**src/rtl/core/mfd_pkg.sv**
```systemverilog
// ----------------------------------------------------------------------------
// mfd_pkg
// shared sizes, codes, controller states and item types of the min-front deque
// ----------------------------------------------------------------------------
package mfd_pkg;

  localparam int unsigned Depth  = 16;
  localparam int unsigned ValueW = 32;
  localparam int unsigned PtrW   = $clog2(Depth);
  localparam int unsigned CntW   = $clog2(Depth + 1);

  typedef enum logic [1:0] {
    OP_PUSH = 2'd0,
    OP_POP  = 2'd1,
    OP_READ = 2'd2
  } opcode_e;

  typedef enum logic [1:0] {
    ST_OK    = 2'd0,
    ST_EMPTY = 2'd1,
    ST_FULL  = 2'd2,
    ST_RANGE = 2'd3
  } status_e;

  typedef enum logic [1:0] {
    S_IDLE,
    S_READ,
    S_SCAN
  } state_e;

  typedef struct packed {
    logic [1:0]               opcode;
    logic signed [ValueW-1:0] value;
    logic [PtrW-1:0]          position;
  } in_item_t;

  typedef struct packed {
    logic [1:0]               status;
    logic signed [ValueW-1:0] data;
    logic                     data_valid;
    logic [CntW-1:0]          count;
    logic signed [ValueW-1:0] minimum;
  } out_item_t;

endpackage

```
**src/rtl/core/min_front_deque.sv**
```systemverilog
// ----------------------------------------------------------------------------
// min_front_deque
// bounded circular store of signed values, held in one synchronous ram,
// with push (front if empty or below the minimum, else back), pop and indexed read
// ----------------------------------------------------------------------------
//
// usage
//   input channel in_valid_i / in_stall_o carries one item: opcode, value,
//   position. output channel out_valid_o / out_stall_i carries one result
//   item per input item: status, data, data_valid, count, minimum.
//   an item moves at a rising edge with valid high and stall low.
// results and intake
//   push, rejected operations, pop of the last element and the unused
//   opcode: result registered at the accepting edge, one item per cycle
//   unless the output stalls. read: one ram read, result registered in
//   the following cycle from S_READ, where no new item is taken.
//   pop leaving n elements (n > 0): the minimum is rescanned through the
//   single ram read port, one element a cycle, and the result registered
//   once the last read is folded in; no new item is taken during the scan.
// reset
//   store empty, minimum zero, no result pending. ram contents are not
//   cleared; only written entries are ever read.
// stall
//   a held result sits in the output register; a new item is taken in the
//   same cycle that result leaves, never while it is stuck.
//
module min_front_deque (
  input  logic               clk_i,
  input  logic               rst_ni,
  input  logic               in_valid_i,
  output logic               in_stall_o,
  input  mfd_pkg::in_item_t  in_item_i,
  output logic               out_valid_o,
  input  logic               out_stall_i,
  output mfd_pkg::out_item_t out_item_o
);
  import mfd_pkg::*;

  // element ram
  logic signed [ValueW-1:0] mem_q [Depth];
  logic                     mem_we;
  logic [PtrW-1:0]          mem_waddr;
  logic signed [ValueW-1:0] mem_wdata;
  logic                     mem_re;
  logic [PtrW-1:0]          mem_raddr;
  logic signed [ValueW-1:0] rd_data_q;

  // control and scan state
  state_e                   state_q, state_d;
  logic [PtrW-1:0]          front_q, front_d;
  logic [CntW-1:0]          cnt_q, cnt_d;
  logic signed [ValueW-1:0] min_q, min_d;
  logic [CntW-1:0]          issue_q, issue_d;
  logic                     rd_pend_q, rd_pend_d;
  logic                     rd_first_q, rd_first_d;
  logic signed [ValueW-1:0] pop_data_q, pop_data_d;

  // output register
  logic                     out_valid_q, out_valid_d;
  out_item_t                out_q, out_d;

  logic                     accept;
  logic                     scan_re;

  // circular index: base + offset, offset always below the depth
  function automatic logic [PtrW-1:0] slot(input logic [PtrW-1:0] base,
                                           input logic [CntW-1:0] off);
    logic [CntW:0] sum;
    sum = (CntW + 1)'(base) + (CntW + 1)'(off);
    if (sum >= (CntW + 1)'(Depth)) begin
      sum = sum - (CntW + 1)'(Depth);
    end
    return sum[PtrW-1:0];
  endfunction

  // ram ports: writes happen only on push in idle, reads only in later
  // cycles or on a read item, so the same entry is never in flight twice
  always_ff @(posedge clk_i) begin
    if (mem_we) begin
      mem_q[mem_waddr] <= mem_wdata;
    end
  end

  always_ff @(posedge clk_i) begin
    if (mem_re) begin
      rd_data_q <= mem_q[mem_raddr];
    end
  end

  // state register
  always_ff @(posedge clk_i or negedge rst_ni) begin
    if (!rst_ni) begin
      state_q     <= S_IDLE;
      front_q     <= '0;
      cnt_q       <= '0;
      min_q       <= '0;
      issue_q     <= '0;
      rd_pend_q   <= 1'b0;
      rd_first_q  <= 1'b0;
      out_valid_q <= 1'b0;
    end else begin
      state_q     <= state_d;
      front_q     <= front_d;
      cnt_q       <= cnt_d;
      min_q       <= min_d;
      issue_q     <= issue_d;
      rd_pend_q   <= rd_pend_d;
      rd_first_q  <= rd_first_d;
      out_valid_q <= out_valid_d;
    end
  end

  // payload registers
  always_ff @(posedge clk_i) begin
    out_q      <= out_d;
    pop_data_q <= pop_data_d;
  end

  // next state, ram control and result
  always_comb begin
    state_d     = state_q;
    front_d     = front_q;
    cnt_d       = cnt_q;
    min_d       = min_q;
    issue_d     = issue_q;
    pop_data_d  = pop_data_q;
    out_d       = out_q;
    out_valid_d = out_valid_q && out_stall_i;
    mem_we      = 1'b0;
    mem_waddr   = '0;
    mem_wdata   = in_item_i.value;
    mem_re      = 1'b0;
    mem_raddr   = '0;
    in_stall_o  = 1'b1;
    accept      = 1'b0;
    scan_re     = 1'b0;

    case (state_q)
      S_IDLE: begin
        // take an item only when the output register is free or leaving
        in_stall_o = out_valid_q && out_stall_i;
        accept     = in_valid_i && !in_stall_o;
        if (accept) begin
          out_valid_d     = 1'b1;
          out_d.status    = ST_OK;
          out_d.data      = '0;
          out_d.data_valid = 1'b0;
          out_d.count     = cnt_q;
          out_d.minimum   = min_q;
          case (in_item_i.opcode)
            OP_PUSH: begin
              if (cnt_q == CntW'(Depth)) begin
                out_d.status = ST_FULL;
              end else begin
                mem_we = 1'b1;
                cnt_d  = cnt_q + 1'b1;
                if (cnt_q == '0 || $signed(in_item_i.value) < $signed(min_q)) begin
                  // new front; it is the new minimum, no rescan needed
                  front_d   = (front_q == '0) ? PtrW'(Depth - 1) : front_q - 1'b1;
                  mem_waddr = front_d;
                  min_d     = in_item_i.value;
                end else begin
                  // append at the back; minimum unchanged
                  mem_waddr = slot(front_q, cnt_q);
                end
                out_d.count   = cnt_d;
                out_d.minimum = min_d;
              end
            end
            OP_POP: begin
              if (cnt_q == '0) begin
                out_d.status = ST_EMPTY;
              end else begin
                cnt_d = cnt_q - 1'b1;
                if (cnt_q == CntW'(1)) begin
                  // last element gone: store empty
                  front_d       = '0;
                  min_d         = '0;
                  out_d.count   = '0;
                  out_d.minimum = '0;
                end else begin
                  // rescan from the new front before answering
                  front_d     = slot(front_q, CntW'(1));
                  issue_d     = '0;
                  out_valid_d = 1'b0;
                  state_d     = S_SCAN;
                end
              end
            end
            OP_READ: begin
              if (cnt_q == '0) begin
                out_d.status = ST_EMPTY;
              end else if (CntW'(in_item_i.position) >= cnt_q) begin
                out_d.status = ST_RANGE;
              end else begin
                mem_re      = 1'b1;
                mem_raddr   = slot(front_q, CntW'(in_item_i.position));
                out_valid_d = 1'b0;
                state_d     = S_READ;
              end
            end
            default: begin
              // unused opcode: nothing changes
            end
          endcase
        end
      end
      S_READ: begin
        out_valid_d      = 1'b1;
        out_d.status     = ST_OK;
        out_d.data       = rd_data_q;
        out_d.data_valid = 1'b1;
        out_d.count      = cnt_q;
        out_d.minimum    = min_q;
        state_d          = S_IDLE;
      end
      S_SCAN: begin
        // issue one read a cycle, fold the previous read into the minimum
        scan_re   = issue_q < cnt_q;
        mem_re    = scan_re;
        mem_raddr = slot(front_q, issue_q);
        if (scan_re) begin
          issue_d = issue_q + 1'b1;
        end
        if (rd_pend_q) begin
          if (rd_first_q) begin
            min_d      = rd_data_q;
            pop_data_d = rd_data_q;
          end else if ($signed(rd_data_q) < $signed(min_q)) begin
            min_d = rd_data_q;
          end
        end
        if (!scan_re && !rd_pend_q) begin
          out_valid_d      = 1'b1;
          out_d.status     = ST_OK;
          out_d.data       = pop_data_q;
          out_d.data_valid = 1'b1;
          out_d.count      = cnt_q;
          out_d.minimum    = min_q;
          state_d          = S_IDLE;
        end
      end
      default: begin
        state_d = S_IDLE;
      end
    endcase

    rd_pend_d  = scan_re;
    rd_first_d = scan_re && (issue_q == '0);
  end

  assign out_valid_o = out_valid_q;
  assign out_item_o  = out_q;

  // a push always answers in the next cycle
  assert property (@(posedge clk_i) disable iff (!rst_ni)
    (in_valid_i && !in_stall_o && in_item_i.opcode == OP_PUSH) |=> out_valid_o)
    else $error("push result missing");

  // the element count never goes past the depth
  assert property (@(posedge clk_i) disable iff (!rst_ni)
    cnt_q <= CntW'(Depth))
    else $error("element count overflow");

  // the scan never issues past the stored elements
  assert property (@(posedge clk_i) disable iff (!rst_ni)
    (state_q == S_SCAN) |-> (issue_q <= cnt_q && cnt_q != '0))
    else $error("scan index out of range");

  // an empty store reports zero minimum and no data
  assert property (@(posedge clk_i) disable iff (!rst_ni)
    (out_valid_o && out_item_o.count == '0) |->
      (out_item_o.minimum == '0 && !out_item_o.data_valid))
    else $error("empty store result inconsistent");

endmodule

```
**config.mk**
```make
export PLATFORM = sky130hd
export DESIGN_NAME = min_front_deque
export DESIGN_NICKNAME = d
export VERILOG_FILES = /design/src/rtl/core/mfd_pkg.sv /design/src/rtl/core/min_front_deque.sv
export SDC_FILE = /design/constraint.sdc
export NUM_CORES = 1
export LEC_CHECK = 0
export ABC_AREA = 0
export BUFFER_PORTS_ARGS = -buffer_cell sky130_fd_sc_hd__buf_2
export CORE_ASPECT_RATIO = 0.7
export CORE_MARGIN = 3
export CORE_UTILIZATION = 35
export CTS_CLUSTER_DIAMETER = 200
export DETAILED_ROUTE_END_ITERATION = 12
export HOLD_SLACK_MARGIN = 0.08
export PLACE_DENSITY = 0.48
export SLEW_MARGIN = 10
export SYNTH_ARGS = -nofsm -noshare
export SYNTH_HDL_FRONTEND = slang
export SYNTH_SLANG_ARGS = --single-unit
```
**constraint.sdc**
```tcl
create_clock -name clk_i -period 12 [get_ports clk_i]
set_clock_uncertainty 0.1 [all_clocks]
set_input_delay 1.8 -clock clk_i [delete_from_list [all_inputs] [get_ports clk_i]]
set_output_delay 1.8 -clock clk_i [all_outputs]
set_load 0.005 [all_outputs]
```
# Word-level counts from Yosys, hierarchy flattened

Memory sizes are Yosys's and may differ from the RTL's. A register that Yosys moved wholly into a read port is not among the register bits.
Index checks and enable logic that the tools add are counted.

Output and inout bits: 74
Input port bits: 42
Flip-flop bits (word level): 155
Memories kept: 1
RAM bits: 512
Logic and storage cells: 163

Equality and inequality tests: 25
$lt $le $gt $ge: 8
Add/sub/neg operators: 12
Reduce and logical (&&, ||, !) cells: 23
Multiplexer cells: 80

Memory list:

| memory | depth | width | rd ports | clocked after memory_dff | write ports | RTL line              | text |
|---|---|---|---|---|---|---|---|
| mem_q  | 16    | 32    | 1        | 1                        | 1           | min_front_deque.sv:40 | `logic signed [ValueW-1:0] mem_q [Depth];` |

Operators with widths:

| operator              | number |
|---|---|
| $mux W32              | 8 |
| $pmux W72 S3          | 1 |
| $mux W72              | 2 |
| $pmux W32 S2          | 2 |
| $mux W37              | 3 |
| $pmux W37 S2          | 1 |
| $mux W4               | 18 |
| $lt A32 B32 Y1        | 2 |
| $mux W5               | 7 |
| $ne A3 B3 Y1 const B  | 7 |
| $pmux W5 S2           | 2 |
| $sub A4 B1 Y4 const B | 5 |
| $mux W1               | 19 |
| $mux W2               | 9 |
| $ne A2 B2 Y1 const B  | 9 |
| $pmux W4 S2           | 2 |
| $add A4 B5 Y6         | 2 |
| $ge A6 B5 Y1 const B  | 2 |
| $reduce_and A6 Y1     | 2 |
| $add A5 B1 Y5 const B | 2 |
| $ge A5 B5 Y1 const B  | 2 |
| $logic_not A5 Y1      | 2 |
| $pmux W2 S2           | 2 |
| $reduce_and A8 Y1     | 1 |
| 24 further kinds      | 36 |

# Logic depth before layout (Yosys ltp)

Gate-level depths: netlist of the first run.

Word-level depth: 8
Mapped depth: 14
Mapped depth without buffers: 10

# Worst setup path after synthesis of the first run

OpenSTA, ideal clock, no wires.

Kind: input to register
Start: input port in_item_i[23] in the netlist's numbering
End: memory mem_q[0][0], enable pin
Arrival time: 6196 ps
Setup time: 461 ps
Slack: 5243 ps
Cell stages on the path: 10
Buffers on the path: 1
Cells stage by stage: ha_1 -> a21oi_1 -> o21ai_0 -> a221oi_1 -> o211ai_1 -> or3_1 -> nand3_1 -> clkbuf_1 -> mux2_2 -> nor3_1

Longest elaborated chain between the ends: 7

RTL lines:

| element            | RTL line               | text |
|---|---|---|
| start: declaration | min_front_deque.sv:32  | `input mfd_pkg::in_item_t in_item_i,` |
| $lt A32 B32 Y1     | min_front_deque.sv:157 | `if (cnt_q == '0 \|\| $signed(in_item_i.value) < $signed(min_q)) begin` |
| $logic_or A1 B1 Y1 | min_front_deque.sv:157 |  |
| $mux W4            | min_front_deque.sv:157 |  |
| $mux W4            | min_front_deque.sv:152 | `if (cnt_q == CntW'(Depth)) begin` |
| $mux W4            | min_front_deque.sv:150 | `case (in_item_i.opcode)` |
| $mux W4            | min_front_deque.sv:143 | `if (accept) begin` |
| $mux W4            | min_front_deque.sv:138 | `case (state_q)` |
| end: declaration   | min_front_deque.sv:40  |  |

No other way between the ends.

# Worst setup path after layout of the first run

Start: input port in_item_i[31] in the netlist's numbering
End: memory mem_q[1][11], enable pin

Same word-level chain as after synthesis.

==> results of run 1 <==
-- per-stage QoR --
step / utilization / cell area [um^2] / std cells
after floorplan: - / 30800 / 2199
after global placement: 0.376 / 32600 / 3348
after detailed placement: 0.376 / 32600 / 3348
after CTS: 0.403 / 34900 / 3478
after global routing: 0.403 / 34900 / 3479
final: 0.403 / 34900 / 3481
-- flip-flops by register name, indices dropped and copies added (netlist names) --
| register | count |
|---|---|
| rd_pend_q | 1 |
| pop_data_q | 32 |
| state_q | 2 |
| issue_q | 5 |
| front_q | 4 |
| mem_q | 512 |
| out_item_o | 72 |
| min_q | 32 |
| cnt_q | 5 |
| rd_data_q | 32 |
| rd_first_q | 1 |
| out_valid_o | 1 |
-- placed cells by master, fill, tap and decap left out, drive strengths merged, types with 27 or more instances in the layout --
| cell | instances |
|---|---|
| edfxtp | 648 |
| nand3 | 169 |
| buf | 164 |
| a21oi | 142 |
| o21ai | 121 |
| nand2 | 108 |
| ha | 95 |
| clkbuf | 89 |
| mux2i | 72 |
| a22o | 64 |
| a221o | 63 |
| inv | 61 |
| nor2 | 58 |
| dfrtp | 51 |
| nor2b | 37 |
| a22oi | 34 |
| a211o | 34 |
| and3 | 33 |
| a32o | 32 |
| a311oi | 31 |
| a32oi | 31 |
| nor3 | 27 |
-- per-layer routing --
metal | global-route usage | part of all wire
met1 | 0.304 | 0.47
met2 | 0.317 | 0.45
met3 | 0.0363 | 0.066
met4 | 0.0514 | 0.020
met5 | 0 | 0
-- area by class of cell --
| class | instances | area, um^2 | area share |
|---|---|---|---|
| flip-flops and latches | 699 | 20700 | 0.594 |
| well taps | 1150 | 1440 | 0.0412 |
| diodes | 3 | 7.51 | 0.000215 |
| multi-input cells | 1278 | 9250 | 0.265 |
| inverters | 57 | 214 | 0.00612 |
| clock buffers | 89 | 1890 | 0.0540 |
| repair buffers | 164 | 956 | 0.0274 |
| clock inverters | 41 | 442 | 0.0126 |
-- critical path: stages --
cell and delay (ps):
buf_2 260, ha_1 390, nand4_1 180, nor4_1 950, nand3_1 410, o211ai_1 330, or3_1 190, nand3_2 450
buf_4 490, mux2_2 400, nor3_2 780, buf_4 620
-- cell families after synthesis --
| logic type | after synthesis | share of synthesized area |
|---|---|---|
| AOI/OAI and AO/OA | 618 | 0.148 |
| xor gates and xnor gates | 17 | 0.00483 |
| adders and majority gates | 98 | 0.0405 |
| buffers and inverters | 222 | 0.0331 |
| DFF | 699 | 0.673 |
| muxes | 75 | 0.0245 |
| and+or+nand+nor | 470 | 0.0760 |
-- final timing paths --
check / endpoint / slack (ps)
max: mem_q[1][11]$_DFFE_PP_ / 4830
max reg2reg: mem_q[1][11]$_DFFE_PP_ / 5760
min in group asynchronous: issue_q[3]$_DFFE_PN0P_ / 1220
min reg2reg: rd_first_q$_DFF_PN0_ / 430
min: rd_first_q$_DFF_PN0_ / 430
max in group asynchronous: min_q[9]$_DFFE_PN0P_ / 9940
-- power by group --
part | internal [mW] | total, mW | switching [mW]
clock | 1.28 | 2.26 | 0.978
sequential | 3.09 | 3.40 | 0.302
combinational | 1.07 | 3.05 | 1.98
==> summary by stage, run 1 <==
Hold path
The worst hold path belongs to the class flop to flop. Along the worst hold path, the cell count comes to 1. The hold path startpoint is issue_q[4]$_DFFE_PN0P_.

Place
Summed over all nets, the half-perimeter wirelength after detailed placement is 57.3 mm. Before CTS, the worst setup slack after placement is 4410 ps. The final estimated routing congestion in global placement is roughly 0.9. The count of buffers added on input and output ports is 115.

CTS
The latest clock arrival within the worst-skew pair is 640 ps. The H-tree level count is 3. Once the clock tree was built, the setup fixing pass inserted 0 buffers.

The clock tree from TritonCTS is done. Hold repair after CTS inserted 0 buffers. CTS saw 699 sinks. Gates resized during post-CTS repair numbered 0.

Counting along the longest clock path gives a buffer depth of 3. The clock-pin slew of the registers on the worst-case setup and hold paths is 60 ps. The library cell used as clock root buffer is clkbuf_16. The number of buffers created by CTS is between 70 and 80.

Detailed routing
The via-per-instance ratio is approximately 5.8. The post-detailed-route wirelength per cell is 27.4 um. The first detailed-routing pass ran for 5 iterations. Detailed routing inserted a total of 20059 vias. In this run the remaining antenna-violating nets after routing total 0. After detailed routing, the total wire length is 95.5 mm. In the routed design, unresolved DRC markers number 0.

The violation count after the first detailed-route iteration is ~2100.

Timing
The number of endpoints with negative hold slack in the final report is 0. Setup repair after global routing left no endpoint under its margin. The worst relative slew slack is 0.170. The final number of setup-violating endpoints is 0.

In the finished design, the share of the clock period the worst path needs comes to 0.598. The tightest hold path in the finished design has a slack of about 430 ps. The smallest clock period supported by the final layout is computed as roughly 7200 ps.

Static timing analysis puts the maximum clock frequency at 0.139 GHz. The post-route worst setup slack is 4830 ps. The count of final max-slew check failures was 0. The transition time of the tightest slew-check pin is 1240 ps. For the final routed database, the setup TNS stands at 0 ps.

Yosys
edfxtp_1 is the most common cell in the netlist. The netlist uses 75 different library cells. Counting flops and latches in the post-synthesis netlist gives 699. The number of instances in the synthesized netlist is 2199. In this run, synthesis inferred 648 flip-flops with an integrated enable.

The post-synthesis sequential area ratio is 0.673. The leading register cell type out of synthesis is edfxtp_1. The synthesis warning total is 0. The commonest cells after synthesis are edfxtp_1, nand3_1, a21oi_1. The share of synthesized registers carrying an async set or reset is 0.0730. Yosys attributes the largest share of cell area to edfxtp_1, dfrtp_1, ha_1. The average instance in the mapped netlist occupies 14.0 um^2. The share of Yosys cell area claimed by the top area cell type is 0.632. Summing every instance area after synthesis gives between 30000 and 40000 um^2.

The biggest area consumer among synthesized cells is edfxtp_1. The synthesized netlist net count is between 2000 and 2500.

Floorplanning
The die height is 254 um. The number of placed I/O pins is roughly 120. In this run the core area contains 90 standard-cell rows. For this configuration, the core starts out at a cell density of 0.355. The area of the placeable core is 86700 um^2. The overall die width is 361 um. The die covers 91700 um^2.

GRT
The first global-routing pass estimated 140 mm of wire. The initial antenna violation count is 6. The largest net degree at the start of global routing is a little under 200.

Global routing finished with a remaining overflow of 0. The via count of the first global-routing pass is 19847. For this run, the total global-route usage over all layers was measured as 0.206.

Worst setup path
The origin of the critical flop-to-flop path is min_q[31]$_DFFE_PN0P_. The kind of launch point of the worst setup path is an input port. The worst register-to-register path has a depth of 12. The critical path is of the input port to flop type. For the worst setup path, the data required time is 12160 ps.

The worst setup path is captured at a flop. The most critical setup path has its startpoint at in_item_i[31]. STA puts the critical path data arrival time at 7330 ps. The maximum fanout encountered on the critical timing path is 28.

Status
The run finished with clean final reports.

Power
VDD sags by at most 0.000126 V. The leakage component of the power is 11.9 nW. The cell area power density is 249 nW/um^2.

The design draws roughly 8.7 mW.

Flow run
The count of maximum capacitance violations is 0.

Final layout
The share of cells above drive strength 1 is 0.143. The layout-stage area growth over the synthesis result is 13.4%. The layout has 8035 filler cells.

The number of nets at the end of the flow is 2411.
Note: power is estimated with default switching activity, not from simulation.
==> inputs of run 2 (changes only) <==
clock period = 7.4 ns   (was 12 ns; I/O delays follow)
==> run 2 against run 1 <==
Utilization is 0.13 points higher. Wire length is 3.8% lower. Worst setup slack worse by 3400 ps. Die area stayed put. Critical path type unchanged. Critical path depth is 1 lower.
==> summary by stage, run 2 (synthesized netlist as in run 1, its figures left out) <==
Status
The flow ran to the end, and the final reports show no timing, DRC or antenna violations.

Timing
The post-route fraction of the period consumed by the critical path is 0.803. The smallest clock period supported by the final layout is computed as between 5000 and 6000 ps. The worst relative slew slack came to 0.206 (+0.0361).

Setup repair after global routing left no endpoint under its margin. The transition time of the tightest slew-check pin is 1180 ps (-62.1 ps). The final number of setup-violating endpoints is 0 (unchanged). The upper clock frequency limit is between 0.15 and 0.2 GHz. The worst hold margin came to 426 ps (-4.35 ps). The count of final max-slew check failures is 0 (unchanged). The setup TNS after final layout is 0 ps (unchanged).

The number of endpoints with negative hold slack in the final report is 0 (unchanged).

Worst setup path
The kind of cell with the highest combined delay along the critical path is simple AND/OR/NAND/NOR gates. The worst setup path is captured at a flop. The worst path buffer plus inverter count is 2 (-1). The maximum fanout encountered on the critical timing path was 32 (+14%). The biggest cell delay along the critical path came to 1060 ps (+110 ps). The critical path required time is 7550 ps (-4610 ps). The type of the worst setup path is input port to flop.

Walking the worst path, the cells encountered are buf_2 > ha_1 > nand4_1 > nor4_1 > nand3_1 > o211ai_1 > or3_1 > nand3_2 > mux2_2 > nor3_2 > buf_4. The arrival time of data at the critical path endpoint was 6100 ps (-1230 ps). STA classifies the critical path startpoint as an input port.

On the critical path, the stage with the largest delay is an instance of nor4_1.

Detailed routing
The final routed wirelength across all metal layers is 91.8 mm (-3.8%). The first-pass iteration count of the detailed router is 6 (+1). The remaining antenna violation count after routing came to 0 (unchanged). The post-detailed-route wirelength per cell is 26.3 um (-4.0%). The via-per-instance ratio was 5.74 (-0.31%). The number of vias in the routed layout came to 20038 (-0.10%). The remaining design rule violation count is 0 (unchanged). The violation count after the first detailed-route iteration is 2051 (-4.1%).

Power
The sequential share of power was 0.386 (-0.004). The peak supply drop came to 0.000205 V (+63%). The total internal power came to 8.86 mW (+63%). The switching power share of the total is 0.372 (-0.00276).

The fraction of power consumed by the clock network is 0.257 (-0.002). The fraction of power consumed by combinational cells is 0.357 (+0.007). The cell area power density came to 403 nW/um^2 (+62%). The total net switching power is 5.25 mW (+61%). The leakage component of the power is 12.0 nW (+0.66%).

Floorplanning
The initial cell density of the core is 0.355 (unchanged). The area of the placeable core was 86700 um^2 (unchanged). The floorplan die area is 91700 um^2 (unchanged). The standard-cell row count is 90 (unchanged).

The number of placed I/O pins is 116 (unchanged). The overall die width came to 361 um (unchanged). The die height is 254 um (unchanged).

CTS
The H-tree level count came to 3 (unchanged). The number of setup buffers added after CTS is 0 (unchanged). The clock-pin slew of the registers on the worst-case setup and hold paths is 70 ps (about the same).

The deepest clock path buffer count is 3 (unchanged). The library cell used as clock root buffer is clkbuf_16. The clock tree from TritonCTS is done.

The count of clock tree sinks was 699 (unchanged). The post-cts hold buffer count was 0 (unchanged). The number of buffers created by CTS is 71 (unchanged). The number of gates resized after cts is 0 (unchanged). The latest clock arrival within the worst-skew pair is 640 ps (about the same).

Final layout
The library cells used most frequently in the layout, excluding fill and tap cells, are edfxtp_1, nand3_1, a21oi_1, o21ai_0, buf_2. The number of flip-flops under the largest register name is 512 (unchanged). The number of nets at the end of the flow came to 2420 (+0.37%).

The layout-stage area growth over the synthesis result is 13.7%. The register bank with the most flops is mem_q. The library cell used most frequently in the layout, excluding fill and tap cells, is edfxtp_1. The number of inserted filler cells in the final layout is 8002 (-0.41%). The share of cells above drive strength 1 is 0.148 (+0.00458).

GRT
The global-route congestion overflow total is 0 (unchanged). The via count of the first global-routing pass is 19652 (-0.98%). The largest net degree at the start of global routing is 92 (-54%). The global routing usage summed across all routing layers is 0.198 (-0.00872). The first-pass GRT wire length is 135 mm (-3.6%). The initial antenna violation count was 1 (-5).

Place
The number of buffer cells added on primary ports is 115 (unchanged). The final estimated routing congestion in global placement is 0.903 (+1.4%). The post-DP HPWL is 56.2 mm (-2.0%).

Flow run
The count of maximum capacitance violations is 0 (unchanged).

Hold path
The class of the tightest hold or removal check is flop to flop.
## run 2: metrics by stage
step                instances  setup WS [ps]  utilization  area [um^2]  power, mW
floorplan                2199           1330            -        30800       8.63
global placement         3357           1180        0.377        32700       10.5
detailed placement       3357           1170        0.377        32700       10.5
CTS                      3487           1830        0.404        35000       14.2
global route             3488           1410        0.404        35000       14.8
finish                   3488           1460        0.404        35000       14.1
## run 2: metal layers
layer	routed length [um]	vias up	track usage	part of all wire
li1	-	8856	-	-
met3	6650	133	0.0435	0.072
met5	0	-	0	0
met4	2030	0	0.0550	0.022
met1	43100	10302	0.290	0.47
met2	40100	747	0.295	0.44
## run 2: cell type report
cell class	instances	area (um^2)	share of cell area
diodes	1	2.50	0.0000714
flip-flops and latches	699	20700	0.592
multi-input cells	1278	9250	0.264
clock buffers	94	1990	0.0567
inverters	57	214	0.00611
repair buffers	173	1070	0.0306
well taps	1150	1440	0.0411
clock inverters	36	338	0.00964
## run 2: path summary, 6_finish.rpt
kind / from / end / slack, ps / depth (start not counted)
max: in_item_i[35] / mem_q[9][4]$_DFFE_PP_ / 1460 / 11
min: issue_q[4]$_DFFE_PN0P_ / rd_first_q$_DFF_PN0_ / 430 / 1
max reg2reg: min_q[31]$_DFFE_PN0P_ / mem_q[9][4]$_DFFE_PP_ / 1750 / 11
min reg2reg: issue_q[4]$_DFFE_PN0P_ / rd_first_q$_DFF_PN0_ / 430 / 1
max in group asynchronous: rst_ni / min_q[15]$_DFFE_PN0P_ / 6070 / 2
min in group asynchronous: rst_ni / min_q[30]$_DFFE_PN0P_ / 550 / 2
## run 2: power groups by stage
stage | clock (mW) | sequential [mW] | combinational, mW
floorplan | 0 | 5.36 | 3.27
CTS | 3.71 | 5.45 | 5.04
global placement | 0 | 5.53 | 4.96
finish | 3.63 | 5.45 | 5.03
global route | 3.86 | 5.50 | 5.49
detailed placement | 0 | 5.53 | 5.01
